<file path="src/rtl/cpol_pkg.sv">
`timescale 1ns / 1ps
`default_nettype none
// ----------------------------------------------------------------------------
// cpol_pkg
// Shared constants and elaboration-time helpers for the rectangular to polar
// CORDIC core: angle formats, the arctangent table and the inverse gain.
// ----------------------------------------------------------------------------
package cpol_pkg;

    // Fraction bits added to x and y ahead of the micro-rotations
    localparam int GUARD_BITS = 8;
    // Angle accumulator: signed, units of 2^-23 degree
    localparam int Z_W        = 34;
    localparam int TABLE_LEN  = 32;
    // Direction output width (Q9.7 degrees)
    localparam int DIR_W      = 16;

    localparam logic signed [Z_W-1:0] DEG180_Q23 = 34'sd1509949440;
    localparam logic signed [Z_W-1:0] DEG360_Q23 = 34'sd3019898880;
    localparam logic [DIR_W:0]        DEG360_Q7  = 17'd46080;

    // atan(2^-i) in degrees times 2^23, rounded to nearest
    localparam logic signed [Z_W-1:0] ATAN_Q23 [0:TABLE_LEN-1] = '{
        34'sd377487360, 34'sd222843801, 34'sd117744544, 34'sd59768969,
        34'sd30000467,  34'sd15014858,  34'sd7509261,   34'sd3754860,
        34'sd1877459,   34'sd938733,    34'sd469367,    34'sd234683,
        34'sd117342,    34'sd58671,     34'sd29335,     34'sd14668,
        34'sd7334,      34'sd3667,      34'sd1833,      34'sd917,
        34'sd458,       34'sd229,       34'sd115,       34'sd57,
        34'sd29,        34'sd14,        34'sd7,         34'sd4,
        34'sd2,         34'sd1,         34'sd0,         34'sd0
    };

    // Inverse CORDIC gain in Q32 for a given iteration count. Evaluated at
    // elaboration only: square root and long division done bit by bit.
    function automatic logic [31:0] inv_gain_q32(input int iters);
        logic [63:0] g2;
        logic [63:0] v;
        logic [63:0] res;
        logic [63:0] bit_m;
        logic [63:0] g;
        logic [63:0] num;
        logic [63:0] rem;
        logic [63:0] quo;
        int i;
        g2 = 64'd1 << 30;
        for (i = 0; i < iters && i < TABLE_LEN; i++) begin
            g2 = g2 + (g2 >> (2 * i));
        end
        v     = g2 << 30;
        res   = 64'd0;
        bit_m = 64'd1 << 62;
        for (i = 0; i < 32; i++) begin
            if (bit_m > v) begin
                bit_m = bit_m >> 2;
            end
        end
        for (i = 0; i < 32; i++) begin
            if (bit_m != 64'd0) begin
                if (v >= res + bit_m) begin
                    v   = v - (res + bit_m);
                    res = (res >> 1) + bit_m;
                end else begin
                    res = res >> 1;
                end
                bit_m = bit_m >> 2;
            end
        end
        g = (res == 64'd0) ? 64'd1 : res;
        num = (64'd1 << 62) + (g >> 1);
        rem = 64'd0;
        quo = 64'd0;
        for (i = 63; i >= 0; i--) begin
            rem = {rem[62:0], num[i]};
            if (rem >= g) begin
                rem    = rem - g;
                quo[i] = 1'b1;
            end
        end
        return quo[31:0];
    endfunction

endpackage
`default_nettype wire

</file>
<file path="src/rtl/cpol_cordic_stage.sv">
`timescale 1ns / 1ps
`default_nettype none
// ----------------------------------------------------------------------------
// cpol_cordic_stage
// One vectoring micro-rotation: rotate toward the x axis by atan(2^-STAGE)
// and accumulate the angle, registered with its valid bit.
// ----------------------------------------------------------------------------
module cpol_cordic_stage #(
    parameter int XW    = 27,
    parameter int STAGE = 0
) (
    input  wire logic                        aclk,
    input  wire logic                        aresetn,
    input  wire logic                        in_valid,
    output logic                             in_ready,
    input  wire logic signed [XW-1:0]        x_in,
    input  wire logic signed [XW-1:0]        y_in,
    input  wire logic signed [cpol_pkg::Z_W-1:0] z_in,
    input  wire logic                        zero_in,
    output logic                             out_valid,
    input  wire logic                        out_ready,
    output logic signed [XW-1:0]             x_out,
    output logic signed [XW-1:0]             y_out,
    output logic signed [cpol_pkg::Z_W-1:0]  z_out,
    output logic                             zero_out
);
    import cpol_pkg::*;

    logic                  valid_reg;
    logic signed [XW-1:0]  x_reg, x_next;
    logic signed [XW-1:0]  y_reg, y_next;
    logic signed [Z_W-1:0] z_reg, z_next;
    logic                  zero_reg;
    logic signed [XW-1:0]  xs, ys;
    logic                  advance;

    assign advance  = !valid_reg || out_ready;
    assign in_ready = advance;

    // A y of exactly zero rotates clockwise
    always_comb begin
        xs = x_in >>> STAGE;
        ys = y_in >>> STAGE;
        if (y_in[XW-1]) begin
            x_next = x_in - ys;
            y_next = y_in + xs;
            z_next = z_in - ATAN_Q23[STAGE];
        end else begin
            x_next = x_in + ys;
            y_next = y_in - xs;
            z_next = z_in + ATAN_Q23[STAGE];
        end
    end

    always_ff @(posedge aclk) begin
        if (!aresetn) begin
            valid_reg <= 1'b0;
        end else if (advance) begin
            valid_reg <= in_valid;
        end
    end

    always_ff @(posedge aclk) begin
        if (advance && in_valid) begin
            x_reg    <= x_next;
            y_reg    <= y_next;
            z_reg    <= z_next;
            zero_reg <= zero_in;
        end
    end

    assign out_valid = valid_reg;
    assign x_out     = x_reg;
    assign y_out     = y_reg;
    assign z_out     = z_reg;
    assign zero_out  = zero_reg;

endmodule
`default_nettype wire

</file>
<file path="config.mk">
export PLATFORM = sky130hd
export DESIGN_NAME = cpol_cordic_stage
export DESIGN_NICKNAME = d
export VERILOG_FILES = /design/src/rtl/cpol_pkg.sv /design/src/rtl/cpol_cordic_stage.sv
export SDC_FILE = /design/constraint.sdc
export NUM_CORES = 1
export LEC_CHECK = 0
export BUFFER_PORTS_ARGS = -buffer_cell sky130_fd_sc_hd__buf_2
export CAP_MARGIN = 0
export CORE_MARGIN = 4
export CORE_UTILIZATION = 55
export CTS_CLUSTER_SIZE = 40
export DETAILED_ROUTE_END_ITERATION = 6
export PLACE_DENSITY_LB_ADDON = 0.12
export SLEW_MARGIN = 20
export SYNTH_ARGS = -nofsm -noshare
export SYNTH_HDL_FRONTEND = slang
export SYNTH_SLANG_ARGS = --single-unit
</file>
<file path="constraint.sdc">
create_clock -name aclk -period 4.1 [get_ports aclk]
set_input_delay 0.615 -clock aclk [delete_from_list [all_inputs] [get_ports aclk]]
set_output_delay 0.615 -clock aclk [all_outputs]
set_load 0.03 [all_outputs]
</file>
After elaboration in Yosys (flattened, before gate mapping) --
Cells that the tools add are included.
Operators by class: $add $sub $neg 5, multiplexer cells 3, reduce and logical (&&, ||, !) cells 3
Operators with widths (count):
- $mux 27 | 2
- $sub 27x27->27 | 2
- $add 34x30->34 const B | 1
- $mux 34 | 1
- $sub 34x30->34 const B | 1
- $add 27x27->27 | 1
- $logic_and 1x1->1 | 1
- $logic_not 1->1 | 1
- $logic_or 1x1->1 | 1
Storage, ports and cells: register bits after elaboration 90, bits of input ports 93, output and inout bits 91

Longest topological paths before layout --
word-level depth 3, mapped depth 11, mapped depth without buffers 11

Least setup slack after synthesis --
Ideal clock, no wire load.
kind input port to flip-flop, start point input port out_ready, end point register x_reg[10] (netlist: x_out[10]) (enable), setup time 456 ps, arrival time 3036 ps, required time 3644 ps, slack 608 ps, cell stages on the path 2, buffers on the path 0, cells stage by stage nand2b_1 and2_1
On the way: longest elaborated chain between the ends 2
RTL lines:
- start: declaration | RTL line cpol_cordic_stage.sv:21 | input wire logic out_ready,
- $logic_or 1x1->1 | RTL line cpol_cordic_stage.sv:37 | assign advance = !valid_reg || out_ready;
- $logic_and 1x1->1 | RTL line cpol_cordic_stage.sv:64 | if (advance && in_valid) begin
- end signal: assignment | RTL line cpol_cordic_stage.sv:65 | x_reg <= x_next;
- end: declaration | RTL line cpol_cordic_stage.sv:30 | logic signed [XW-1:0] x_reg, x_next;
No other way between the ends. A chain may end at the register's enable or synchronous reset.

Worst setup path after layout --
start point input port x_in[4], end point register x_reg[20] (netlist: x_out[20]), data pin
On the way: longest elaborated chain between the ends 2
RTL lines:
- start: declaration | RTL line cpol_cordic_stage.sv:16 | input wire logic signed [XW-1:0] x_in,
- $add 27x27->27 / $sub 27x27->27 (equally long branches) | RTL line cpol_cordic_stage.sv:49, cpol_cordic_stage.sv:45
- $mux 27 (*) | RTL line cpol_cordic_stage.sv:44 | if (y_in[XW-1]) begin
- via x_next[20] | RTL line cpol_cordic_stage.sv:30
Mark *: on every way through the listed nets, which the timed path passes. The rest lies on a longest branch.

==> metrics.txt <==
setup TNS 0 ns; GRT overflow 0; register area share after synthesis 35.15%; Yosys top cell area share 34.89%; RR Startpoint out_valid; leak pwr 4.018 nW; Core Area 0.01335 mm^2; Reg2Reg Depth 3; async set or reset register ratio after synthesis 0%; clk_lat worst skew 0.35 ns; CTS buffer count 9; Routed Antenna Nets 0; Total Wirelength 21.46 mm; worst slew pin tran 0.7899 ns; Die Area 0.01571 mm^2; Pwr Density 358.7 mW/mm^2; all-layer global routing usage 26.36%; final worst path period share 76.05%; Slowest cell on crit path ha_1; sw power 1.174 mW; initial cell density of the core 56.75%; via count 6940; Synth area leaders edfxtp_1 (35%), ha_1 (14%), a21oi_1 (6.1%); Yosys cell types 68; syn avg cell area 9.148 um^2; crit path max fanout 14; Worst Path Required 4.18 ns; row count 42; first-pass GRT wire length 33.69 mm; hold_ws 0.4455 ns; CP Capture Type register; critical path arrival 3.20 ns; Syn Std Cell Area 0.007575 mm^2; DRC viols 0; Yosys warnings 0; Comb power frac 36.9%; prevailing post-synth register cell edfxtp_1; Placed Area 0.008598 mm^2; clk buf depth 2; CTS tree done; fin cells 1175; Worst R2R End z_out[2]; clk root buf clkbuf_16; DR iter-0 viols 767; Via density 5.906; Inserted Diodes 0; Slew headroom 47.34%; Hold Violations, Final 0; max_cap viols 0; PostCTS Resize Cnt 0; final estimated routing congestion in global placement 0.9829; status finished clean; WL/cell 18.26 um; min Tclk post-route 3.118 ns; # clock sinks 89; largest net degree at the start of global routing 72; ratio of cells with drive above 1 in the final layout 22.62%; RSZ-0062 raised after global routing no; Final Setup Violations 0; Layout Area Growth over Synthesis 17.38%; Clock power frac 26.3%; Setup Skew 0.007447 ns; Final HPWL DP 16.81 mm; Clock transition at path regs 0.06 ns; First-pass DRT Iterations 5; H-tree depth 3; CP max stage delay 0.48 ns; Yosys reg bits 89; total chip power 3.189 mW; CP Cell Sequence buf_2 > inv_1 > ha_1 > nor4_2 > o21ai_1 > a41oi_2 > and2_1 > a211oi_2 > o41a_1 > o22ai_2 > xnor2_1; Reg power frac 36.8%; Layout Nets 1178; I/O pins 184; register-to-register setup slack 2.36 ns; Power Internal 2.015 mW; Post-CTS Setup Bufs 0; number of slew-limit violations in the final report 0; Peak supply drop 214.4 uV; Crit Path Category primary input to register; cell taking the most area after synthesis edfxtp_1; hold path cells 1; initial antenna violation count 0; hold_buf cts 0; vias in the first global route 6486; fin area 0.008891 mm^2; Sw Share 36.82%; Hold Startpoint z_in[20]; synthesized instance count 828; nature of the critical path startpoint primary input; Hold Crit Endpoint z_out[20]; syn_nets 1012; dpl cells 1159; Die X 125.4 um; Die Y 125.4 um; min-delay worst type primary input to register; Max Freq 0.3207 GHz; Port Buffer Count 183; number of synthesized flops with an enable pin 88
==> cell families (layout without fill, tap and decap cells) <==
logic type | Yosys count | count (layout) | synth area share, %
multiplexers | 9 | 9 | 1.206
buffers and inverters | 121 | 292 | 6.426
AO/OA/AOI/OAI | 256 | 256 | 21.89
adder cells (fa/ha/maj) | 91 | 91 | 15.43
flip-flops | 89 | 89 | 35.15
AND/OR/NAND/NOR | 205 | 205 | 13.31
XOR/XNOR | 57 | 57 | 6.591
==> worst max path at each step <==
stage / start / end / depth (start not counted)
after floorplan: out_ready / x_out[10] / 2
after global placement: x_in[0] / x_out[20] / 11
after detailed placement: x_in[4] / x_out[20] / 11
after CTS: x_in[4] / x_out[20] / 11
after global routing: x_in[17] / y_out[24] / 11
final: x_in[4] / x_out[20] / 11
==> synthesized netlist by cell type, types with 3 or more instances <==
library cell,number
a21o_1,22
nand3b_1,3
a311oi_1,3
o2111ai_1,5
inv_1,82
clkbuf_1,16
a22oi_1,4
mux2i_1,8
o41ai_1,4
buf_2,8
nor2_1,64
nor4_1,5
nand4_1,7
a211oi_1,9
a31oi_1,7
inv_2,4
and4_1,3
nor2b_1,15
nor3_1,16
buf_4,4
a21boi_0,3
and2_1,4
o211ai_1,8
or2_2,3
nand2_1,44
buf_1,5
xnor2_1,49
a21oi_1,92
o31ai_1,12
or3_1,5
o21bai_1,11
o21ai_1,4
edfxtp_1,88
o21ai_0,45
xor2_1,8
fa_1,4
nand2b_1,4
and3_1,6
ha_1,87
nand3_1,20
o21a_1,6
==> worst max-delay path, delay by kind of cell <==
kind	cells	cell delay (ns)
AOI/OAI and AO/OA	5	1.26
xor gates and xnor gates	1	0.09
buffers and inverters	2	0.14
adders and majority gates	1	0.48
and+or+nand+nor	2	0.61
==> cell type report <==
type | count | area (um^2)
Timing Repair Buffer | 189 | 960.9
Inverter | 87 | 326.6
Multi-Input combinational cell | 618 | 4428
Clock inverter | 7 | 67.56
Clock buffer | 9 | 225.2
Fill cell | 1142 | 4457
Tap cell | 176 | 220.2
Sequential cell | 89 | 2663
==> power groups by stage <==
| stage | registers [mW] | logic (mW) | clock network (mW) |
|---|---|---|---|
| after floorplan | 1.40 | 0.617 | 0 |
| after global placement | 1.19 | 1.15 | 0 |
| after detailed placement | 1.19 | 1.15 | 0 |
| after CTS | 1.18 | 1.16 | 0.847 |
| after global routing | 1.18 | 1.27 | 0.885 |
| final | 1.17 | 1.18 | 0.839 |
==> stage by stage <==
step,utilization (%),worst slack (ns)
after floorplan,-,0.6077
after global placement,64.42,0.7056
after detailed placement,64.42,0.7108
after CTS,66.61,1.051
after global routing,66.61,0.8100
final,66.61,0.9819
==> cell usage in the layout, fill, tap and decap left out, types with 9 or more instances in the layout <==
| master | Yosys | layout |
|---|---|---|
| nand3_1 | 20 | 20 |
| a21o_1 | 22 | 22 |
| a211oi_1 | 9 | 9 |
| o31ai_1 | 12 | 12 |
| a21oi_1 | 92 | 92 |
| xnor2_1 | 49 | 49 |
| o21ai_0 | 45 | 45 |
| nor3_1 | 16 | 16 |
| o21bai_1 | 11 | 11 |
| edfxtp_1 | 88 | 88 |
| inv_1 | 82 | 82 |
| ha_1 | 87 | 87 |
| nand2_1 | 44 | 44 |
| buf_2 | 8 | 183 |
| nor2b_1 | 15 | 15 |
| nor2_1 | 64 | 64 |
| clkbuf_16 | 0 | 9 |
==> routing by layer <==
layer | wire (um) | up-vias | share of wire [%] | track usage, %
li1 | - | 3306 | - | -
met1 | 9423 | 3159 | 44 | 37.70
met2 | 9488 | 423 | 44 | 41.25
met3 | 2042 | 52 | 9.5 | 4.264
met4 | 507 | 0 | 2.4 | 8.418
met5 | 0 | - | 0 | 0
==> sequential cells by signal (all words and copies together), names as in the netlist <==
name,count
y_out,27
x_out,26
out_valid,1
zero_out,1
z_out,34
(Power assumes the default switching activity.)
