==> src/rtl/cpol_pkg.sv <==
`timescale 1ns / 1ps
`default_nettype none
// ----------------------------------------------------------------------------
// cpol_pkg
// Shared constants and elaboration-time helpers for the rectangular to polar
// CORDIC core: angle formats, the arctangent table and the inverse gain.
// ----------------------------------------------------------------------------
package cpol_pkg;

    // Fraction bits added to x and y ahead of the micro-rotations
    localparam int GUARD_BITS = 8;
    // Angle accumulator: signed, units of 2^-23 degree
    localparam int Z_W        = 34;
    localparam int TABLE_LEN  = 32;
    // Direction output width (Q9.7 degrees)
    localparam int DIR_W      = 16;

    localparam logic signed [Z_W-1:0] DEG180_Q23 = 34'sd1509949440;
    localparam logic signed [Z_W-1:0] DEG360_Q23 = 34'sd3019898880;
    localparam logic [DIR_W:0]        DEG360_Q7  = 17'd46080;

    // atan(2^-i) in degrees times 2^23, rounded to nearest
    localparam logic signed [Z_W-1:0] ATAN_Q23 [0:TABLE_LEN-1] = '{
        34'sd377487360, 34'sd222843801, 34'sd117744544, 34'sd59768969,
        34'sd30000467,  34'sd15014858,  34'sd7509261,   34'sd3754860,
        34'sd1877459,   34'sd938733,    34'sd469367,    34'sd234683,
        34'sd117342,    34'sd58671,     34'sd29335,     34'sd14668,
        34'sd7334,      34'sd3667,      34'sd1833,      34'sd917,
        34'sd458,       34'sd229,       34'sd115,       34'sd57,
        34'sd29,        34'sd14,        34'sd7,         34'sd4,
        34'sd2,         34'sd1,         34'sd0,         34'sd0
    };

    // Inverse CORDIC gain in Q32 for a given iteration count. Evaluated at
    // elaboration only: square root and long division done bit by bit.
    function automatic logic [31:0] inv_gain_q32(input int iters);
        logic [63:0] g2;
        logic [63:0] v;
        logic [63:0] res;
        logic [63:0] bit_m;
        logic [63:0] g;
        logic [63:0] num;
        logic [63:0] rem;
        logic [63:0] quo;
        int i;
        g2 = 64'd1 << 30;
        for (i = 0; i < iters && i < TABLE_LEN; i++) begin
            g2 = g2 + (g2 >> (2 * i));
        end
        v     = g2 << 30;
        res   = 64'd0;
        bit_m = 64'd1 << 62;
        for (i = 0; i < 32; i++) begin
            if (bit_m > v) begin
                bit_m = bit_m >> 2;
            end
        end
        for (i = 0; i < 32; i++) begin
            if (bit_m != 64'd0) begin
                if (v >= res + bit_m) begin
                    v   = v - (res + bit_m);
                    res = (res >> 1) + bit_m;
                end else begin
                    res = res >> 1;
                end
                bit_m = bit_m >> 2;
            end
        end
        g = (res == 64'd0) ? 64'd1 : res;
        num = (64'd1 << 62) + (g >> 1);
        rem = 64'd0;
        quo = 64'd0;
        for (i = 63; i >= 0; i--) begin
            rem = {rem[62:0], num[i]};
            if (rem >= g) begin
                rem    = rem - g;
                quo[i] = 1'b1;
            end
        end
        return quo[31:0];
    endfunction

endpackage
`default_nettype wire

==> src/rtl/cpol_prerot.sv <==
`timescale 1ns / 1ps
`default_nettype none
// ----------------------------------------------------------------------------
// cpol_prerot
// Input stage: scale x and y by the guard bits, fold the left half plane
// onto the right one and seed the angle accumulator.
// ----------------------------------------------------------------------------
module cpol_prerot #(
    parameter int DATA_WIDTH = 16,
    parameter int XW         = 27
) (
    input  wire logic                          aclk,
    input  wire logic                          aresetn,
    input  wire logic                          in_valid,
    output logic                               in_ready,
    input  wire logic signed [DATA_WIDTH-1:0]  x_in,
    input  wire logic signed [DATA_WIDTH-1:0]  y_in,
    output logic                               out_valid,
    input  wire logic                          out_ready,
    output logic signed [XW-1:0]               x_out,
    output logic signed [XW-1:0]               y_out,
    output logic signed [cpol_pkg::Z_W-1:0]    z_out,
    output logic                               zero_out
);
    import cpol_pkg::*;

    localparam int EXT_W = XW - DATA_WIDTH - GUARD_BITS;

    logic                 valid_reg;
    logic signed [XW-1:0] x_reg, x_next;
    logic signed [XW-1:0] y_reg, y_next;
    logic signed [Z_W-1:0] z_reg, z_next;
    logic                 zero_reg, zero_next;
    logic signed [XW-1:0] x_sh, y_sh;
    logic                 advance;

    assign advance  = !valid_reg || out_ready;
    assign in_ready = advance;

    always_comb begin
        x_sh = {{EXT_W{x_in[DATA_WIDTH-1]}}, x_in, {GUARD_BITS{1'b0}}};
        y_sh = {{EXT_W{y_in[DATA_WIDTH-1]}}, y_in, {GUARD_BITS{1'b0}}};
        zero_next = (x_in == '0) && (y_in == '0);
        if (x_in[DATA_WIDTH-1]) begin
            x_next = -x_sh;
            y_next = -y_sh;
            z_next = DEG180_Q23;
        end else begin
            x_next = x_sh;
            y_next = y_sh;
            z_next = '0;
        end
    end

    always_ff @(posedge aclk) begin
        if (!aresetn) begin
            valid_reg <= 1'b0;
        end else if (advance) begin
            valid_reg <= in_valid;
        end
    end

    always_ff @(posedge aclk) begin
        if (advance && in_valid) begin
            x_reg    <= x_next;
            y_reg    <= y_next;
            z_reg    <= z_next;
            zero_reg <= zero_next;
        end
    end

    assign out_valid = valid_reg;
    assign x_out     = x_reg;
    assign y_out     = y_reg;
    assign z_out     = z_reg;
    assign zero_out  = zero_reg;

endmodule
`default_nettype wire

==> config.mk <==
export PLATFORM = sky130hd
export DESIGN_NAME = cpol_prerot
export DESIGN_NICKNAME = d
export VERILOG_FILES = /design/src/rtl/cpol_pkg.sv /design/src/rtl/cpol_prerot.sv
export SDC_FILE = /design/constraint.sdc
export NUM_CORES = 1
export LEC_CHECK = 0
export ABC_AREA = 0
export ABC_CLOCK_PERIOD_IN_PS = 2700
export BUFFER_PORTS_ARGS = -buffer_cell sky130_fd_sc_hd__buf_2
export CORE_UTILIZATION = 45
export CTS_CLUSTER_DIAMETER = 120
export DETAILED_ROUTE_END_ITERATION = 6
export HOLD_SLACK_MARGIN = 0.03
export PLACE_DENSITY = 0.8
export SLEW_MARGIN = 30
export SYNTH_ARGS = -nofsm -noshare
export SYNTH_HDL_FRONTEND = slang
export SYNTH_SLANG_ARGS = --single-unit
==> constraint.sdc <==
create_clock -name aclk -period 2.7 [get_ports aclk]
set_input_delay 0.81 -clock aclk [delete_from_list [all_inputs] [get_ports aclk]]
set_output_delay 0.81 -clock aclk [all_outputs]
set_load 0.01 [all_outputs]
======== After elaboration in Yosys (flattened, before gate mapping) ========
Cells that the tools add are included.
storage, ports and cells
  input port bits ......................... 36
  flip-flop bits (word level) ............. 90
operators by class
  reduce and logical (&&, ||, !) cells .... 6
  add/subtract/negate cells ............... 2
  mux-type cells .......................... 3
operator list
  operator           count
  $neg 24->27        2
  $logic_not 16->1   2
  $mux 31            1
  $mux 27            1
  $mux 23            1
  $logic_and 1x1->1  2
  $logic_not 1->1    1
  $logic_or 1x1->1   1

======== Logic depth before layout (Yosys ltp) ========
Gate-level depths: netlist (run 1).
  depth in word-level cells ............... 3
  mapped depth ............................ 6
  gate-level depth less buffers ........... 5

======== Least setup slack after synthesis (run 1) ========
Ideal clock, no wire load.
  kind .................................... input-to-reg
  from .................................... input port y_in[1]
  to ...................................... register y_reg[26] (netlist: y_out[26]), data pin
  stages on the path ...................... 5
  setup time .............................. 255 ps
  path buffers ............................ 0
  data arrival time ....................... 2224 ps
  data required time ...................... 2445 ps
  path slack .............................. 222 ps
  cells stage by stage .................... inv_1 > ha_1 > or4b_2 > or4_4 > a21bo_2
between the ends
  cells in the longest elaborated chain, start to end .. 2
ends and longest elaborated chain
  element               line               text
  from (decl)           cpol_prerot.sv:17  input wire logic signed [DATA_WIDTH-1:0] y_in,
  $neg 24->27           cpol_prerot.sv:46  y_next = -y_sh;
  $mux 27               cpol_prerot.sv:44  if (x_in[DATA_WIDTH-1]) begin
  via y_next[26]        cpol_prerot.sv:31  logic signed [XW-1:0] y_reg, y_next;
  to (signal assigned)  cpol_prerot.sv:66  y_reg <= y_next;
  to (decl)             cpol_prerot.sv:31
The timed path passes the listed nets, and every way through them passes these cells.
A chain may end at the register's enable or synchronous reset.

======== Worst setup path in the final report (run 1) ========
Ends and elaborated chain as after synthesis.

==> results of run 1 <==
[worst max-delay path, cell delays in order]
cell and delay, ps:
buf_2 120, inv_1 70, ha_1 160, or4b_2 590, or4_4 450, a21bo_2 230
[area by class of cell]
cell class	count	area (um2)
Fill cell	457	2276
Sequential cell	41	1221
Multi-Input combinational cell	144	895.9
Timing Repair Buffer	85	437.9
Tap cell	70	87.58
Clock buffer	5	68.82
Clock inverter	3	65.06
Inverter	6	22.52
[registers in the layout, summed over array words and instances, names as in the netlist]
name,count
x_out,19
out_valid,1
y_out,19
zero_out,1
z_out,1
[power breakdown]
group | internal [mW] | leakage [nW] | switching [mW] | total [mW]
sequential | 0.760 | 0.396 | 0.0107 | 0.771
combinational | 0.0990 | 0.722 | 0.158 | 0.258
clock | 0.367 | 0.0681 | 0.207 | 0.574
total | 1.23 | 1.19 | 0.376 | 1.60
[through the flow]
step | total power, mW | area [um2] | hold WS (ps) | util [%] | setup slack, ps
floorplan | 0.9881 | 2547 | 609.6 | - | 221.5
global placement | 1.035 | 2665 | 499.3 | 52.51 | 57.22
detailed placement | 1.042 | 2665 | 516.4 | 52.51 | 23.30
CTS | 1.611 | 2799 | 527.3 | 55.15 | 336.8
global route | 1.668 | 2799 | 584.6 | 55.15 | 293.0
finish | 1.602 | 2799 | 524.0 | 55.15 | 329.6
[cell usage in the layout, fill, tap and decap left out, types with 3 or more instances in the layout]
cell and instances:
conb_1 49, o31ai_1 6, o41ai_1 9, nor4_1 3, buf_4 5, inv_1 5, o21ai_0 6, edfxtp_1 40
xor2_1 6, or3_1 3, nor2_1 5, nand2b_1 3, xnor2_1 21, clkbuf_8 5, or4_1 5, nand2_1 5
or2_2 3, buf_2 80
[how the worst max path moves through the flow]
stage / slack, ps / cells past startpoint / end
2_1_floorplan: 220 / 5 / y_out[26]
3_3_place_gp: 60 / 6 / y_out[26]
6_report: 330 / 6 / y_out[26]
5_1_grt: 290 / 6 / y_out[26]
4_1_cts: 340 / 6 / y_out[26]
3_5_place_dp: 20 / 6 / y_out[26]
[layer usage]
layer | global-route usage (%) | vias to the layer above | routed length, um
met5 | 0 | - | 0
met4 | 10.27 | 0 | 96
met3 | 3.388 | 9 | 374
met2 | 26.53 | 91 | 2059
met1 | 16.68 | 741 | 1682
li1 | - | 791 | -
[cell families (layout without fill, tap and decap cells)]
group / count (synthesis) / after routing / share of synthesized area, %
buffers and inverters: 64 / 99 / 18.23
flip-flops: 41 / 41 / 51.59
AND/OR/NAND/NOR: 36 / 36 / 9.620
AO/OA/AOI/OAI: 30 / 30 / 9.356
XOR/XNOR: 27 / 27 / 9.990
adder cells (fa/ha/maj): 2 / 2 / 1.057
other: 1 / 49 / 0.1584
==> reports/qor.txt, run 1 <==
Cell Area, Synth = 2367 um2
GPL Wtd Cong = 0.7945
DP Cell Count = 346
Crit path from = y_in[1]
Worst r2r dst = z_out[28]
RSZ-0062 raised after global routing = no
Final Critical Period = 2370 ps
Number of synthesized flops with an enable pin = 40
Synth Register Bits = 41
Hold Buf Count CTS = 0
Core ar. = 5075 um2
Fmax = 421.9 MHz
Initial DRC count = 106
Final net count = 321
Total wire length = 4.213 mm
Mapped Cells = 201
Clock Sink Count = 41
RR Startpoint = out_valid
First-pass GRT wire length = 6.258 mm
Count leader, synth = buf_4
Die Span X = 74.53 um
Deepest clock path buffer count = 2
Reg2reg path depth = 3
# rows = 26
CTS buffer count = 5
Routed Antenna Nets = 0
Setup tns final = 0 ps
Post-synth top area cell = edfxtp_1
Worst EP arrival = 2420 ps
Syn Area/Cell = 11.78 um2
Die height = 74.53 um
# port buffers = 80
Die area = 5555 um2
Status = complete, no violations
Max_cap viols = 0
Clock slew at the register clock pins of the worst setup and hold paths = 70 ps
CTS tree = done
Tcrit/Tclk final = 87.79%
Hpwl dp = 3.114 mm
Initial Util = 46.65%
Layout cells sized above 1 = 36.27%
Worst Path Max Fanout = 3
Finished Layout Cells = 354
Num ports = 127
Hold EP = out_valid
Final setup fails = 0
Largest net degree at the start of global routing = 41
Vias in the first global route = 1475
Postcts setup bufs = 0
VDD IR max = 323.8 uV
Required time of the critical path = 2750 ps
Drt pass-1 iters = 4
Worst slew pin tran = 655.3 ps
Top cells by area, synth = edfxtp_1 (51%), buf_4 (16%), xnor2_1 (7.8%), o41ai_1 (3.3%), xor2_1 (2.2%)
Final hold vios = 0
Worst hold stages = 2
WL/cell = 11.90 um
Critical path class = input port to flop
Antenna violations before repair = 0
Vias/cell = 4.610
Startpoint types = input port
Commonest register cell after synthesis = edfxtp_1
R2r setup slk = 1360 ps
Vias = 1632
Drc violations = 0
Worst slew margin = 55.91%
Post-CTS sizing = 0
Root buf cell = clkbuf_8
Grt ovf = 0
Hold path startpoint = out_valid
Cell Pwr Density = 572.5 nW/um2
Unique masters post-synth = 35
Yosys warns = 0
Post-synth top area share = 50.74%
Leak pwr = 1.186 nW
Htree depth = 2
Clk_skew = 4.618 ps
Ys async rst share = 0%
Gr usage total = 15.29%
HP Class = flop to flop
Ant diodes = 0
Slew Limit Fails = 0
Clk Latency, worst-skew pair = 290 ps
Crit. End Element = flop
Area growth syn-to-layout = 18.23%
Sequential area share after synthesis = 51.59%
Commonest cells post-synth = buf_4 (49), edfxtp_1 (40), xnor2_1 (21)
Note: power is estimated with default switching activity, not from simulation.
==> run 2, diff against run 1 <==
--- a/config.mk
+++ b/config.mk
@@ -8,11 +8,12 @@
 export ABC_AREA = 0
 export ABC_CLOCK_PERIOD_IN_PS = 2700
 export BUFFER_PORTS_ARGS = -buffer_cell sky130_fd_sc_hd__buf_2
-export CORE_UTILIZATION = 45
+export CELL_PAD_IN_SITES_DETAIL_PLACEMENT = 0
+export CELL_PAD_IN_SITES_GLOBAL_PLACEMENT = 1
+export CORE_UTILIZATION = 33
 export CTS_CLUSTER_DIAMETER = 120
 export DETAILED_ROUTE_END_ITERATION = 6
-export HOLD_SLACK_MARGIN = 0.03
-export PLACE_DENSITY = 0.8
+export PLACE_DENSITY_LB_ADDON = 0.1
 export SLEW_MARGIN = 30
 export SYNTH_ARGS = -nofsm -noshare
 export SYNTH_HDL_FRONTEND = slang
==> run 2 against run 1 <==
Effect of this change:
- die area is 35% higher
- wire length grew 6.8%
- critical path depth stayed put
- setup slack better by 23 ps
- global-route usage down 3.3 points
- critical path type unchanged
- critical endpoint unchanged
==> reports/qor.txt, run 2 (synthesis gave the netlist of run 1 again) <==
Design area = 2798 um2 (about the same)
Post-CTS sizing = 0 (unchanged)
Routed Antenna Nets = 0 (unchanged)
Grt ovf = 0 (unchanged)
Postcts setup bufs = 0 (unchanged)
Finished Layout Cells = 381 (+7.6%)
Hold path startpoint = out_valid
DP Cell Count = 373 (+7.8%)
Register Area = 1221 um2 (unchanged)
Critical path class = input port to flop
Worst EP arrival = 2400 ps (-20 ps)
Fmax = 425.9 MHz (+0.97%)
CTS tree = done
Final setup fails = 0 (unchanged)
Vias = 1594 (-2.3%)
WL/cell = 11.81 um (-0.78%)
Tcrit/Tclk final = 86.95% (-0.84 points)
Num ports = 127 (unchanged)
Deepest clock path buffer count = 2 (unchanged)
Final core utilization = 40.73% (-14 points)
Core ar. = 6869 um2 (+35%)
Hold Buf Count CTS = 0 (unchanged)
Initial DRC count = 41 (-61%)
Clock slew at the register clock pins of the worst setup and hold paths = 70 ps (about the same)
Final Critical Period = 2348 ps (-22.68 ps)
Clk Latency, worst-skew pair = 290 ps (about the same)
Ant diodes = 0 (unchanged)
# port buffers = 80 (unchanged)
Initial Util = 34.46% (-12 points)
GPL Wtd Cong = 0.7088 (-11%)
Htree depth = 2 (unchanged)
Root buf cell = clkbuf_8
Crit. End Element = flop
Hold EP = out_valid
Leak pwr = 1.167 nW (-1.6%)
RSZ-0062 raised after global routing = no
Crit path from = y_in[1]
Worst Path Max Fanout = 3 (unchanged)
Die Span X = 86.70 um (+16%)
Most frequent cells in the layout = buf_2 (80), conb_1 (49), edfxtp_1 (40)
Worst hold stages = 2 (unchanged)
Layout cells sized above 1 = 35.44% (-0.83 points)
Area post-placement = 2718 um2 (+2.0%)
HP Class = flop to flop
Hpwl dp = 3.360 mm (+7.9%)
Largest net degree at the start of global routing = 28 (-32%)
Setup tns final = 0 ps (unchanged)
First-pass GRT wire length = 6.803 mm (+8.7%)
Gr usage total = 12.04% (-3.3 points)
Clock Sink Count = 41 (unchanged)
# rows = 30 (+15%)
Cell Pwr Density = 504.9 nW/um2 (-12%)
Startpoint types = input port
Final hold vios = 0 (unchanged)
Vias/cell = 4.184 (-9.3%)
Antenna violations before repair = 0 (unchanged)
Die area = 7516 um2 (+35%)
Drc violations = 0 (unchanged)
Most common cell after layout, fill and taps aside = buf_2
Area of the multi-input gates = 895.9 um2 (unchanged)
CTS buffer count = 5 (unchanged)
Die height = 86.70 um (+16%)
Status = complete, no violations
Worst r2r dst = y_out[20]
Max_cap viols = 0 (unchanged)
Vias in the first global route = 1363 (-7.6%)
Fillers = 671 (+47%)
Reg2reg path depth = 3 (unchanged)
Slew Limit Fails = 0 (unchanged)
Clk_skew = 5.191 ps (+0.5728 ps)
R2r setup slk = 1350 ps (about the same)
Required time of the critical path = 2750 ps (about the same)
Final net count = 322 (+0.31%)
Total wire length = 4.499 mm (+6.8%)
RR Startpoint = out_valid
VDD IR max = 167.0 uV (-48%)
Area growth syn-to-layout = 18.18% (about the same)
Drt pass-1 iters = 4 (unchanged)
## run 2: changes by cell type in the layout (fill, tap and decap cells not counted)
cell / before / now
bufinv_16: 2 / 0
clkinv_2: 1 / 0
clkbuf_1: 0 / 3
buf_12: 0 / 1
## run 2: worst max path at each step
stage	endpoint	slack [ps]	cells after the start
global placement	y_out[26]	50	6
floorplan	y_out[26]	220	5
finish	y_out[26]	350	6
detailed placement	y_out[26]	50	6
global route	zero_out	260	6
CTS	y_out[26]	370	6
## run 2: metrics by stage
stage	power (mW)	hold WS [ps]	worst slack (ps)
after global routing	1.489	605.0	262.3
after CTS	1.435	544.5	366.7
after global placement	1.049	516.0	47.91
after detailed placement	1.048	533.5	47.00
final	1.413	536.7	352.3
after floorplan	0.9881	609.6	221.5
## run 2: area by class of cell
type / count / area share [%]
sequential: 41 / 43.65
multi-input combinational: 144 / 32.02
timing repair buffer: 86 / 16.37
tap: 96 / 4.293
clock buffer: 8 / 2.862
inverter: 6 / 0.8050
## run 2: worst max-delay path, stage by stage
cell and delay, ps:
buf_2 110, inv_1 60, ha_1 160, or4b_2 580, or4_4 450, a21bo_2 230
## run 2: power by group
group	switching [mW]	internal, mW
clock	0.197	0.184
sequential	0.0101	0.760
combinational	0.160	0.102
## run 2: metal layers
layer | share of wire (%) | vias up | GRT usage (%)
li1 | - | 790 | -
met1 | 47 | 713 | 15.94
met2 | 44 | 84 | 19.05
met3 | 7.2 | 7 | 2.667
met4 | 1.7 | 0 | 5.000
met5 | 0 | - | 0
