===== src/rtl/cpol_pkg.sv =====
`timescale 1ns / 1ps
`default_nettype none
// ----------------------------------------------------------------------------
// cpol_pkg
// Shared constants and elaboration-time helpers for the rectangular to polar
// CORDIC core: angle formats, the arctangent table and the inverse gain.
// ----------------------------------------------------------------------------
package cpol_pkg;

    // Fraction bits added to x and y ahead of the micro-rotations
    localparam int GUARD_BITS = 8;
    // Angle accumulator: signed, units of 2^-23 degree
    localparam int Z_W        = 34;
    localparam int TABLE_LEN  = 32;
    // Direction output width (Q9.7 degrees)
    localparam int DIR_W      = 16;

    localparam logic signed [Z_W-1:0] DEG180_Q23 = 34'sd1509949440;
    localparam logic signed [Z_W-1:0] DEG360_Q23 = 34'sd3019898880;
    localparam logic [DIR_W:0]        DEG360_Q7  = 17'd46080;

    // atan(2^-i) in degrees times 2^23, rounded to nearest
    localparam logic signed [Z_W-1:0] ATAN_Q23 [0:TABLE_LEN-1] = '{
        34'sd377487360, 34'sd222843801, 34'sd117744544, 34'sd59768969,
        34'sd30000467,  34'sd15014858,  34'sd7509261,   34'sd3754860,
        34'sd1877459,   34'sd938733,    34'sd469367,    34'sd234683,
        34'sd117342,    34'sd58671,     34'sd29335,     34'sd14668,
        34'sd7334,      34'sd3667,      34'sd1833,      34'sd917,
        34'sd458,       34'sd229,       34'sd115,       34'sd57,
        34'sd29,        34'sd14,        34'sd7,         34'sd4,
        34'sd2,         34'sd1,         34'sd0,         34'sd0
    };

    // Inverse CORDIC gain in Q32 for a given iteration count. Evaluated at
    // elaboration only: square root and long division done bit by bit.
    function automatic logic [31:0] inv_gain_q32(input int iters);
        logic [63:0] g2;
        logic [63:0] v;
        logic [63:0] res;
        logic [63:0] bit_m;
        logic [63:0] g;
        logic [63:0] num;
        logic [63:0] rem;
        logic [63:0] quo;
        int i;
        g2 = 64'd1 << 30;
        for (i = 0; i < iters && i < TABLE_LEN; i++) begin
            g2 = g2 + (g2 >> (2 * i));
        end
        v     = g2 << 30;
        res   = 64'd0;
        bit_m = 64'd1 << 62;
        for (i = 0; i < 32; i++) begin
            if (bit_m > v) begin
                bit_m = bit_m >> 2;
            end
        end
        for (i = 0; i < 32; i++) begin
            if (bit_m != 64'd0) begin
                if (v >= res + bit_m) begin
                    v   = v - (res + bit_m);
                    res = (res >> 1) + bit_m;
                end else begin
                    res = res >> 1;
                end
                bit_m = bit_m >> 2;
            end
        end
        g = (res == 64'd0) ? 64'd1 : res;
        num = (64'd1 << 62) + (g >> 1);
        rem = 64'd0;
        quo = 64'd0;
        for (i = 63; i >= 0; i--) begin
            rem = {rem[62:0], num[i]};
            if (rem >= g) begin
                rem    = rem - g;
                quo[i] = 1'b1;
            end
        end
        return quo[31:0];
    endfunction

endpackage
`default_nettype wire


===== src/rtl/cpol_post.sv =====
`timescale 1ns / 1ps
`default_nettype none
// ----------------------------------------------------------------------------
// cpol_post
// Two output stages: gain compensation by split multiply, then rounding,
// saturation, angle wrap and the zero-vector override. The second stage is
// the output register.
// ----------------------------------------------------------------------------
module cpol_post #(
    parameter int DATA_WIDTH = 16,
    parameter int ITERATIONS = 16,
    parameter int XW         = 27
) (
    input  wire logic                            aclk,
    input  wire logic                            aresetn,
    input  wire logic                            in_valid,
    output logic                                 in_ready,
    input  wire logic signed [XW-1:0]            x_in,
    input  wire logic signed [cpol_pkg::Z_W-1:0] z_in,
    input  wire logic                            zero_in,
    output logic                                 out_valid,
    input  wire logic                            out_ready,
    output logic [DATA_WIDTH-1:0]                magnitude,
    output logic [cpol_pkg::DIR_W-1:0]           direction
);
    import cpol_pkg::*;

    localparam logic [31:0] INV_GAIN = inv_gain_q32(ITERATIONS);
    localparam int RAW_W   = XW - 1;
    localparam int HI_W    = (RAW_W >= 32) ? RAW_W - 31 : 1;
    localparam int RAW_EXT = 32 + HI_W;
    localparam int PH_W    = HI_W + 32;
    localparam int SUM_W   = PH_W + 1;

    // Stage A: partial products and pre-rounded angle
    logic                 valid_a_reg;
    logic [63:0]          plo_reg, plo_next;
    logic [PH_W-1:0]      phi_reg, phi_next;
    logic [DIR_W:0]       dir_pre_reg, dir_pre_next;
    logic                 zero_a_reg;
    logic [RAW_W-1:0]     raw;
    logic [RAW_EXT-1:0]   raw_ext;
    logic signed [Z_W-1:0] z_pos, z_rnd;
    logic                 advance_a;

    // Stage B: output register
    logic                  valid_b_reg;
    logic [DATA_WIDTH-1:0] mag_reg, mag_next;
    logic [DIR_W-1:0]      dir_reg, dir_next;
    logic [SUM_W-1:0]      sum;
    logic [DIR_W:0]        dir_wrap;
    logic                  advance_b;

    assign advance_b = !valid_b_reg || out_ready;
    assign advance_a = !valid_a_reg || advance_b;
    assign in_ready  = advance_a;

    // Final x is never negative; clamp it anyway
    always_comb begin
        raw      = (x_in > 0) ? x_in[RAW_W-1:0] : '0;
        raw_ext  = RAW_EXT'(raw);
        plo_next = {32'd0, raw_ext[31:0]} * {32'd0, INV_GAIN};
        phi_next = PH_W'(raw_ext[RAW_EXT-1:32]) * PH_W'(INV_GAIN);
        z_pos    = z_in[Z_W-1] ? z_in + DEG360_Q23 : z_in;
        z_rnd    = z_pos + Z_W'(1 << 15);
        dir_pre_next = z_rnd[32:16];
    end

    always_ff @(posedge aclk) begin
        if (!aresetn) begin
            valid_a_reg <= 1'b0;
        end else if (advance_a) begin
            valid_a_reg <= in_valid;
        end
    end

    always_ff @(posedge aclk) begin
        if (advance_a && in_valid) begin
            plo_reg     <= plo_next;
            phi_reg     <= phi_next;
            dir_pre_reg <= dir_pre_next;
            zero_a_reg  <= zero_in;
        end
    end

    // Round off the guard bits, saturate, wrap a full turn to zero
    always_comb begin
        sum = SUM_W'(phi_reg) + SUM_W'(plo_reg[63:32]) + SUM_W'(1 << (GUARD_BITS - 1));
        if (|sum[SUM_W-1:GUARD_BITS+DATA_WIDTH]) begin
            mag_next = '1;
        end else begin
            mag_next = sum[GUARD_BITS+DATA_WIDTH-1:GUARD_BITS];
        end
        dir_wrap = (dir_pre_reg >= DEG360_Q7) ? dir_pre_reg - DEG360_Q7 : dir_pre_reg;
        dir_next = dir_wrap[DIR_W-1:0];
        if (zero_a_reg) begin
            mag_next = '0;
            dir_next = '0;
        end
    end

    always_ff @(posedge aclk) begin
        if (!aresetn) begin
            valid_b_reg <= 1'b0;
        end else if (advance_b) begin
            valid_b_reg <= valid_a_reg;
        end
    end

    always_ff @(posedge aclk) begin
        if (advance_b && valid_a_reg) begin
            mag_reg <= mag_next;
            dir_reg <= dir_next;
        end
    end

    assign out_valid = valid_b_reg;
    assign magnitude = mag_reg;
    assign direction = dir_reg;

endmodule
`default_nettype wire


===== config.mk =====
export PLATFORM = sky130hd
export DESIGN_NAME = cpol_post
export DESIGN_NICKNAME = d
export VERILOG_FILES = /design/src/rtl/cpol_pkg.sv /design/src/rtl/cpol_post.sv
export SDC_FILE = /design/constraint.sdc
export NUM_CORES = 1
export LEC_CHECK = 0
export BUFFER_PORTS_ARGS = -buffer_cell sky130_fd_sc_hd__buf_2
export CORE_AREA = 8 8 232 178
export CTS_BUF_LIST = sky130_fd_sc_hd__clkbuf_4
export CTS_CLUSTER_DIAMETER = 100
export DETAILED_ROUTE_END_ITERATION = 10
export DIE_AREA = 0 0 240 186
export GPL_TIMING_DRIVEN = 0
export PLACE_DENSITY_LB_ADDON = 0.25
export SLEW_MARGIN = 40
export SYNTH_ARGS = -nofsm -noshare
export SYNTH_HDL_FRONTEND = slang
export SYNTH_SLANG_ARGS = --single-unit

===== constraint.sdc =====
create_clock -name aclk -period 9.46 [get_ports aclk]
set_input_delay 1.419 -clock aclk [delete_from_list [all_inputs] [get_ports aclk]]
set_output_delay 1.419 -clock aclk [all_outputs]
set_load 0.02 [all_outputs]

# Word-level counts from Yosys, hierarchy flattened

Index checks and enable logic that the tools add are counted.
W data, S select, Z words.

Register bits: 108
Latch bits: 0
Bits in writable memories: 0
Memory bits (read-only): 0
Input bits: 66
Output and inout port bits: 34
Memories kept: 0

Add/sub/neg operators: 4
$mul: 1
Divide/modulo/power cells: 0
Magnitude comparators: 2
Eq/ne operators: 0
Shift operators: 0
Muxes and demuxes: 4
Bitwise logic cells: 0
Reduce and logical (&&, ||, !) cells: 7

Operators with widths:

| operator                 | number |
|---|---|
| $mul A26 B30 Y56 const B | 1 |
| $add A33 B17 Y33 const B | 1 |
| $add A33 B33 Y33 const B | 1 |
| $mux W33                 | 1 |
| $mux W16                 | 2 |
| $add A26 B8 Y27 const B  | 1 |
| $gt A27 B1 Y1 const B    | 1 |
| $mux W26                 | 1 |
| $ge A17 B16 Y1 const B   | 1 |
| $sub A16 B16 Y16 const B | 1 |
| $reduce_or A10 Y1        | 1 |
| $logic_and A1 B1 Y1      | 2 |
| $logic_not A1 Y1         | 2 |
| $logic_or A1 B1 Y1       | 2 |

# Logic depth before layout (Yosys ltp)

Gate-level depths: netlist of run 1.

Depth after elaboration: 4
Gate-level depth with buffers: 30
Gate-level depth less buffers: 30

# Worst setup path before layout of run 1

Ideal clock, no wire load.

Path kind: input to register
From: input port x_in[19]
To: register plo_reg[57], data pin
Setup time: 260 ps
Arrival time: 8,694 ps
Data required time: 9,200 ps
Setup slack: 506 ps
Cell stages on the path: 27
Buffers on the path: 1
Cells stage by stage: or4_1 > nor4_1 > a41oi_1 > clkbuf_1 > nand2_1 > inv_1 > fa_1 > fa_1 > inv_1 > fa_1 > fa_1 > inv_1 > fa_1 > fa_1 > inv_1 > fa_1 > inv_1 > ha_1 > nand3_1 > nor4_1 > nor2b_1 > o31a_1 > o311ai_2 > a2111o_1 > a31oi_4 > a21oi_2 > xnor2_1

Word-level cells in the longest chain between the ends: 3

RTL lines:

| what                   | line            | text |
|---|---|---|
| start, declared        | cpol_post.sv:18 | `input wire logic signed [XW-1:0] x_in,` |
| $gt A27 B1 Y1          | cpol_post.sv:60 | `raw = (x_in > 0) ? x_in[RAW_W-1:0] : '0;` |
| $mux W26 *             | cpol_post.sv:60 |  |
| $mul A26 B30 Y56 *     | cpol_post.sv:62 | `plo_next = {32'd0, raw_ext[31:0]} * {32'd0, INV_GAIN};` |
| named net plo_next[57] | cpol_post.sv:37 | `logic [63:0] plo_reg, plo_next;` |
| end signal, assigned   | cpol_post.sv:79 | `plo_reg <= plo_next;` |
| end, declared          | cpol_post.sv:37 |  |

The timed path passes the listed nets; every way through them passes the cells marked *.
A chain may end at the register's enable or synchronous reset.

# Final worst setup path of run 1

Same ends and word-level chain as after synthesis.

==> results.yml, run 1 <==
run_status:
  outcome: "finished, final reports clean"
worst_hold_path:
  hold_class: "reg -> reg"
sta:
  hold_viol_final: 0
  fmax_ghz: 0.107
  slew_headroom: 0.536
  period_share: 0.986
  slew_viol_final: 0
  period_needed_ns: 9.32
  max_slew.worst_pin.slew_ns: 0.694
  skew_ns: 0.0134
  setup_viol: 0
global_route:
  grt-ovfl-total: 0
  grt_max_degree: 22
  grt.total_usage: 0.211
  grt_pass1_vias: 12300
  antenna_found_initial: 3
  grt_pass1_wl_um: 69800
floorplanning:
  die_w_um: 240
  start_util: 0.443
  die-area_um2: 44600
  std_cell_rows: 62
  core-area_um2: 37700
  top_level_ports: 100
  dieHeight_um: 186
route:
  drc: 0
  drt_iter0_markers: 796
  viasPerCell: 4.99
  drt_wl_total_um: 45300
  dr.pass1.iters: 8
  vias: 11300
  antenna_left: 0
  wl_per_cell_um: 20.0
cells_and_area:
  largest_reg_flops: 19
  layout_common_cells: "527 x inv_1, 326 x fa_1, 242 x ha_1, 83 x buf_2, 69 x edfxtp_1"
  syn_to_final_growth_pct: 12.3
  final_cell_area_um2: 18800
  layout_commonest_cell: "inv_1"
  drive_above_1_share: 0.126
  nets: 2414
critical_path:
  r2r_start: "plo_reg[41]"
  r2r-end: "magnitude[11]"
  cp_common_cell: "fa_1"
  ff2ff_path_depth: 9
  cp.required_ns: 9.63
  cp-startpoint: "x_in[19]"
  startpoint_type: "input pin"
  critPathMaxFanout: 5
  path_class: "in -> reg"
  crit_slowest_cell: "fa_1"
  reg2reg_slack_ns: 6.62
  cp-endpoint: "plo_reg[57]"
  critPathCaptureType: "flop"
  slowest_delay_ns: 0.59
  arrival_ns: 9.50
logic_synthesis:
  yosys.area.top_type_share: 0.402
  synthFlopType: "edfxtp_1"
  synth_xor_area_frac: 0.0367
  synth_top_family_by_area: "adder cells"
  synth_fa_ha_area_frac: 0.598
  ys_warn_count: 0
  synth_area_leaders: "fa_1 40%, ha_1 20%, edfxtp_1 12%"
  postSynthCellCount: 1622
  ys_types: 51
  synth_seq_cells: 71
  yosysSeqAreaShare: 0.127
  syn_area_per_cell_um2: 10.3
  synthArstFlopShare: 0
  synth_top_area_cell: "fa_1"
  netlist_area_um2: 16700
  synth_mux_area_frac: 0.000675
  syn-num-nets: 2285
  synth_compound_area_frac: 0.0522
  synth-simple-area-share: 0.0626
  synth_edf_count: 69
placement:
  port_buffers: 83
  dp_hpwl_um: 40800
  place_congestion: 0.970
  dpl_cell_area_um2: 17800
clocking:
  cts_buffers: 9
  clockBufferDepth: 2
  worst_skew_pair.late_latency_ns: 0.42
  clkSlewWorstSetupHoldPaths_ns: 0.12
  clkSinkCount: 71
  cts_tree: "built"
  cts_htree_levels: 3
  root_buffer: "clkbuf_4"
job:
  maxCapViolations: 0
[synthesized netlist by cell type, types with 4 or more instances]
master and count:
a221oi_1 4, xor2_1 38, inv_1 540, ha_1 262, a21o_1 21, and3_1 13
nand2b_1 6, nand4_1 10, o21ai_0 22, o21a_1 6, and2_1 10, nor2b_1 20
nand3_1 22, nor2_1 26, a21oi_1 55, clkbuf_1 8, nor4_1 9, a31oi_1 4
edfxtp_1 69, nor3_1 10, xnor2_1 32, fa_1 335, nand2_1 54, or2_2 4
[how the worst min path moves through the flow]
stage / slack, ns / end / startpoint / cells after the start
detailed placement: 0.51 / out_valid / valid_a_reg / 1
global placement: 0.49 / out_valid / valid_a_reg / 1
CTS: 0.54 / out_valid / valid_a_reg / 1
global route: 0.56 / out_valid / valid_a_reg / 1
finish: 0.54 / out_valid / valid_a_reg / 1
floorplan: 0.48 / out_valid / valid_a_reg / 1
[layer usage]
| metal | track usage | up-vias | share of wire |
|---|---|---|---|
| met5 | 0 | - | 0.00029 |
| met4 | 0.0327 | 2 | 0.014 |
| met3 | 0.0963 | 37 | 0.13 |
| met2 | 0.305 | 402 | 0.41 |
| met1 | 0.293 | 5675 | 0.45 |
| li1 | - | 5215 | - |
[cells by family (layout without fill, tap and decap cells)]
| group | Yosys count | after routing |
|---|---|---|
| AOI/OAI and AO/OA | 135 | 135 |
| xor gates and xnor gates | 70 | 70 |
| adders and majority gates | 597 | 597 |
| buffers and inverters | 548 | 682 |
| DFF | 71 | 71 |
| muxes | 1 | 1 |
| other | 0 | 2 |
| and+or+nand+nor | 200 | 200 |
[stage by stage]
stage / worst slack (ns) / util / TNS [ns] / std cells / hold WS, ns
after global placement: -1.97 / 0.471 / -27.84 / 2217 / 0.486
after floorplan: 0.506 / - / 0 / 1622 / 0.477
after global routing: -0.0316 / 0.497 / -0.0355 / 2270 / 0.556
after detailed placement: -1.52 / 0.473 / -18.40 / 2219 / 0.508
final: 0.137 / 0.497 / 0 / 2270 / 0.539
after CTS: 0.00511 / 0.484 / 0 / 2246 / 0.538
[layout make-up]
type | instances | area [um^2]
diodes | 2 | 5.00
plain buffers | 8 | 41.3
clock buffers | 9 | 67.6
clock inverters | 7 | 96.3
fillers | 3483 | 18900
inverters | 540 | 2060
multi-input cells | 1003 | 13000
flip-flops and latches | 71 | 2110
well taps | 512 | 641
repair buffers | 118 | 743
[critical path: cells and delay by family]
family | cells | cell delay, ns
AOI/OAI and AO/OA | 6 | 1.48
xor gates and xnor gates | 1 | 0.15
adders and majority gates | 8 | 4.00
buffers and inverters | 8 | 0.91
and+or+nand+nor | 6 | 1.51
[timing repair]
action | 4_1_cts | 5_1_grt
gates resized for setup | 42 | 65
hold buffers | 0 | 0
pin swaps | 2 | 16
gates cloned | 0 | 1
setup buffers | 11 | 21
setup endpoints to repair | 17 | 13
Power of run 1 is not shown: default switching activity piles up to over one toggle a cycle in this logic, so the estimate is an artifact.
==> run 2: changes to the inputs <==
RECOVER_POWER = 25   (was default)
==> run 2 against run 1 <==
Effect of this change:
- sequential cell count stayed put
- utilization is 0.056 points lower
- worst hold slack better by 0.0059 ns
- count of clock-buffer cells in the layout stayed put
- clock skew is 0.00057 ns lower
- non-clock buffer count stayed put
- maximum frequency is 0.14% lower
- wire length is 0.13% lower
- first-iteration DRC count is 2.5% lower
- highest routed layer unchanged
==> results.yml, run 2 (same netlist as run 1, synthesis figures left out) <==
sta:
  max_slew.worst_pin.slew_ns: 1.13
  period_needed_ns: 9.34
  setup_viol: 0
  fmax_ghz: 0.107
  slew_headroom: 0.249
  fin_hold_ws_ns: 0.545
  tns_ns: 0
  finalWorstSetupSlack_ns: 0.124
  slew_viol_final: 0
  skew_ns: 0.0129
  period_share: 0.987
  hold_viol_final: 0
critical_path:
  critPathMaxFanout: 5
  crit_family: "adder cells"
  crit_slowest_cell: "fa_1"
  r2r-end: "magnitude[11]"
  arrival_ns: 9.51
  path_class: "in -> reg"
  slowest_delay_ns: 0.59
  critPathCaptureType: "flop"
  reg2reg_slack_ns: 6.63
  ff2ff_path_depth: 9
  r2r_start: "plo_reg[41]"
  cp_common_cell: "fa_1"
  cp_num_buf_inv: 8
  startpoint_type: "input pin"
  cp.required_ns: 9.63
route:
  dr.pass1.iters: 5
  viasPerCell: 4.99
  vias: 11300
  antenna_left: 0
  drt_wl_total_um: 45200
  wl_per_cell_um: 19.9
  drt_iter0_markers: 776
  drc: 0
global_route:
  antenna_found_initial: 3
  grt_pass1_vias: 12300
  grt_max_degree: 22
  grt-ovfl-total: 0
  grt.total_usage: 0.211
  grt_pass1_wl_um: 69800
clocking:
  clockBufferDepth: 2
  clkSinkCount: 71
  worst_skew_pair.late_latency_ns: 0.42
  ctsHoldBuffers: 0
  root_buffer: "clkbuf_4"
  cts_tree: "built"
  clkSlewWorstSetupHoldPaths_ns: 0.12
  cts_buffers: 9
  cts_htree_levels: 3
floorplanning:
  top_level_ports: 100
  die_w_um: 240
  std_cell_rows: 62
  core-area_um2: 37700
  dieHeight_um: 186
  die-area_um2: 44600
  start_util: 0.443
cells_and_area:
  largest_reg_flops: 19
  layout_commonest_cell: "inv_1"
  post-route-util: 0.497
  layout_common_cells: "527 x inv_1, 326 x fa_1, 242 x ha_1, 81 x buf_2, 69 x edfxtp_1"
  drive_above_1_share: 0.124
  nets: 2414
  syn_to_final_growth_pct: 12.2
worst_hold_path:
  min_from: "valid_a_reg"
  min_path_cells: 1
  hold_class: "reg -> reg"
  min_to: "out_valid"
placement:
  preCtsSetupSlack_ns: -1.52
  port_buffers: 83
  dp_hpwl_um: 40800
  place_congestion: 0.970
run_status:
  outcome: "finished, final reports clean"
job:
  maxCapViolations: 0
-- run 2: worst register-to-register path: stages (launching register included) --
cell and delay [ns]:
edfxtp_1 0.42, and3_1 0.21, and3_1 0.16, nand3_1 0.15, nor2_1 0.31, nand3_1 0.14, mux2_2 0.29, nor2_1 0.33
clkbuf_1 0.41, a21oi_1 0.15
-- run 2: how the worst max path moves through the flow --
| stage | startpoint | to | cells past startpoint |
|---|---|---|---|
| floorplan | x_in[19] | plo_reg[57] | 27 |
| global placement | x_in[7] | plo_reg[57] | 27 |
| detailed placement | x_in[19] | plo_reg[57] | 28 |
| CTS | x_in[19] | plo_reg[57] | 28 |
| global route | x_in[13] | plo_reg[57] | 29 |
| finish | x_in[19] | plo_reg[57] | 29 |
-- run 2: final cells by class --
cell class	instances	area [um^2]
Antenna cell	2	5.00
Buffer	8	41.3
Clock buffer	9	67.6
Clock inverter	7	96.3
Fill cell	3488	19000
Inverter	540	2060
Multi-Input combinational cell	1003	13000
Sequential cell	71	2110
Tap cell	512	641
Timing Repair Buffer	118	729
-- run 2: through the flow --
step	instances	area, um^2
3_5_place_dp	2219	17800
6_report	2270	18700
5_1_grt	2270	18700
4_1_cts	2246	18300
3_3_place_gp	2217	17700
2_1_floorplan	1622	16700
-- run 2: repair_timing --
item / CTS / global route
resized for setup: 42 / 65
setup buffers: 11 / 21
endpoints found under the hold margin: 0 / 0
setup endpoints to repair: 17 / 13
pin swaps: 2 / 16
gates cloned: 0 / 1
-- run 2: per-layer routing --
metal / wire length (um) / share of wire / GRT usage
met1: 20500 / 0.45 / 0.293
met3: 5770 / 0.13 / 0.0963
met2: 18300 / 0.40 / 0.305
met5: 13 / 0.00029 / 0
met4: 688 / 0.015 / 0.0327
Power of run 2 is left out for the same reason.
==> run 3: changes to the inputs <==
RECOVER_POWER = 50   (was 25)
==> run 3 against run 2 <==
Effect of this change:
- utilization hardly changed
- final area hardly changed
- first-iteration DRC count is 0.64% higher
- sequential share of layout area hardly changed
- via count is 0.58% lower
==> results.yml, run 3 (same netlist as run 1, synthesis figures left out) <==
cells_and_area:
  layout_commonest_cell: "inv_1"
  drive_above_1_share: 0.120
  layout_common_cells: "527 x inv_1, 326 x fa_1, 242 x ha_1, 74 x buf_2, 69 x edfxtp_1"
  largest_reg_flops: 19
  nFillCells: 3489
  fin_cells: 2270
  final_cell_area_um2: 18700
  nets: 2414
  syn_to_final_growth_pct: 12.1
clocking:
  root_buffer: "clkbuf_4"
  cts_htree_levels: 3
  worst_skew_pair.late_latency_ns: 0.42
  clkSinkCount: 71
  clkSlewWorstSetupHoldPaths_ns: 0.12
  clockBufferDepth: 2
  cts_tree: "built"
  cts_buffers: 9
sta:
  max_slew.worst_pin.slew_ns: 1.35
  slew_viol_final: 0
  hold_viol_final: 0
  fmax_ghz: 0.108
  finalWorstSetupSlack_ns: 0.163
  skew_ns: 0.0136
  slew_headroom: 0.0980
  setup_viol: 0
  period_needed_ns: 9.30
  period_share: 0.983
critical_path:
  critPathMaxFanout: 5
  critPathCaptureType: "flop"
  cp-endpoint: "plo_reg[57]"
  startpoint_type: "input pin"
  ff2ff_path_depth: 9
  cp.required_ns: 9.63
  slowest_delay_ns: 0.59
  reg2reg_slack_ns: 6.62
  r2r_start: "plo_reg[41]"
  cp-startpoint: "x_in[19]"
  crit_slowest_cell: "fa_1"
  arrival_ns: 9.47
  cp_num_buf_inv: 8
  crit_family: "adder cells"
  cp.depth: 29
  r2r-end: "magnitude[11]"
  path_class: "in -> reg"
  cp_common_cell: "fa_1"
floorplanning:
  die_w_um: 240
  start_util: 0.443
  top_level_ports: 100
  die-area_um2: 44600
  core-area_um2: 37700
  std_cell_rows: 62
  dieHeight_um: 186
global_route:
  top_usage_layer: "met2"
  use_met3: 0.0963
  grt.total_usage: 0.211
  antenna_found_initial: 3
  grt_max_degree: 22
  grtUsageMet1: 0.293
  grt_pass1_vias: 12300
  grt-ovfl-total: 0
  grtUsageMet2: 0.305
  grt_pass1_wl_um: 69800
route:
  wl_per_cell_um: 19.9
  drt_wl_total_um: 45300
  vias: 11300
  viasPerCell: 4.96
  antenna_left: 0
  dr.pass1.iters: 4
  drc: 0
  drt_iter0_markers: 781
placement:
  dpl_cell_area_um2: 17800
  preCtsSetupSlack_ns: -1.52
  dp.cells: 2219
  port_buffers: 83
  dp_hpwl_um: 40800
  place_congestion: 0.970
job:
  maxCapViolations: 0
run_status:
  outcome: "finished, final reports clean"
worst_hold_path:
  hold_class: "reg -> reg"
## run 3: how the worst min path moves through the flow
| stage | end | slack [ns] | from | cells past startpoint |
|---|---|---|---|---|
| CTS | out_valid | 0.54 | valid_a_reg | 1 |
| finish | out_valid | 0.55 | valid_a_reg | 1 |
| detailed placement | out_valid | 0.51 | valid_a_reg | 1 |
| global route | out_valid | 0.56 | valid_a_reg | 1 |
| global placement | out_valid | 0.49 | valid_a_reg | 1 |
| floorplan | out_valid | 0.48 | valid_a_reg | 1 |
## run 3: final cells by class
cell class	count	area, um^2	area share
diodes	2	5.00	0.000267
plain buffers	8	41.3	0.00221
clock buffers	9	67.6	0.00361
clock inverters	7	96.3	0.00515
inverters	540	2060	0.110
multi-input cells	1003	13000	0.693
flip-flops and latches	71	2110	0.113
well taps	512	641	0.0342
repair buffers	118	721	0.0385
## run 3: metrics by stage
stage / setup TNS [ns] / util / hold WS [ns]
4_1_cts: 0 / 0.484 / 0.538
6_report: 0 / 0.497 / 0.545
3_3_place_gp: -27.84 / 0.471 / 0.486
3_5_place_dp: -18.40 / 0.473 / 0.508
2_1_floorplan: 0 / - / 0.477
5_1_grt: -0.0355 / 0.497 / 0.559
## run 3: timing repair
item / CTS / global route
gates cloned: 0 / 1
buffers inserted: 11 / 21
endpoints found under the setup margin: 17 / 13
hold buffers: 0 / 0
gates resized for setup: 42 / 65
pin swaps: 2 / 16
endpoints found under the hold margin: 0 / 0
## run 3: layer usage
metal / share of wire / vias to the layer above
met4: 0.014 / 2
li1: - / 5214
met3: 0.12 / 39
met5: 0.00029 / -
met2: 0.40 / 384
met1: 0.46 / 5624
Power of run 3 is left out for the same reason.
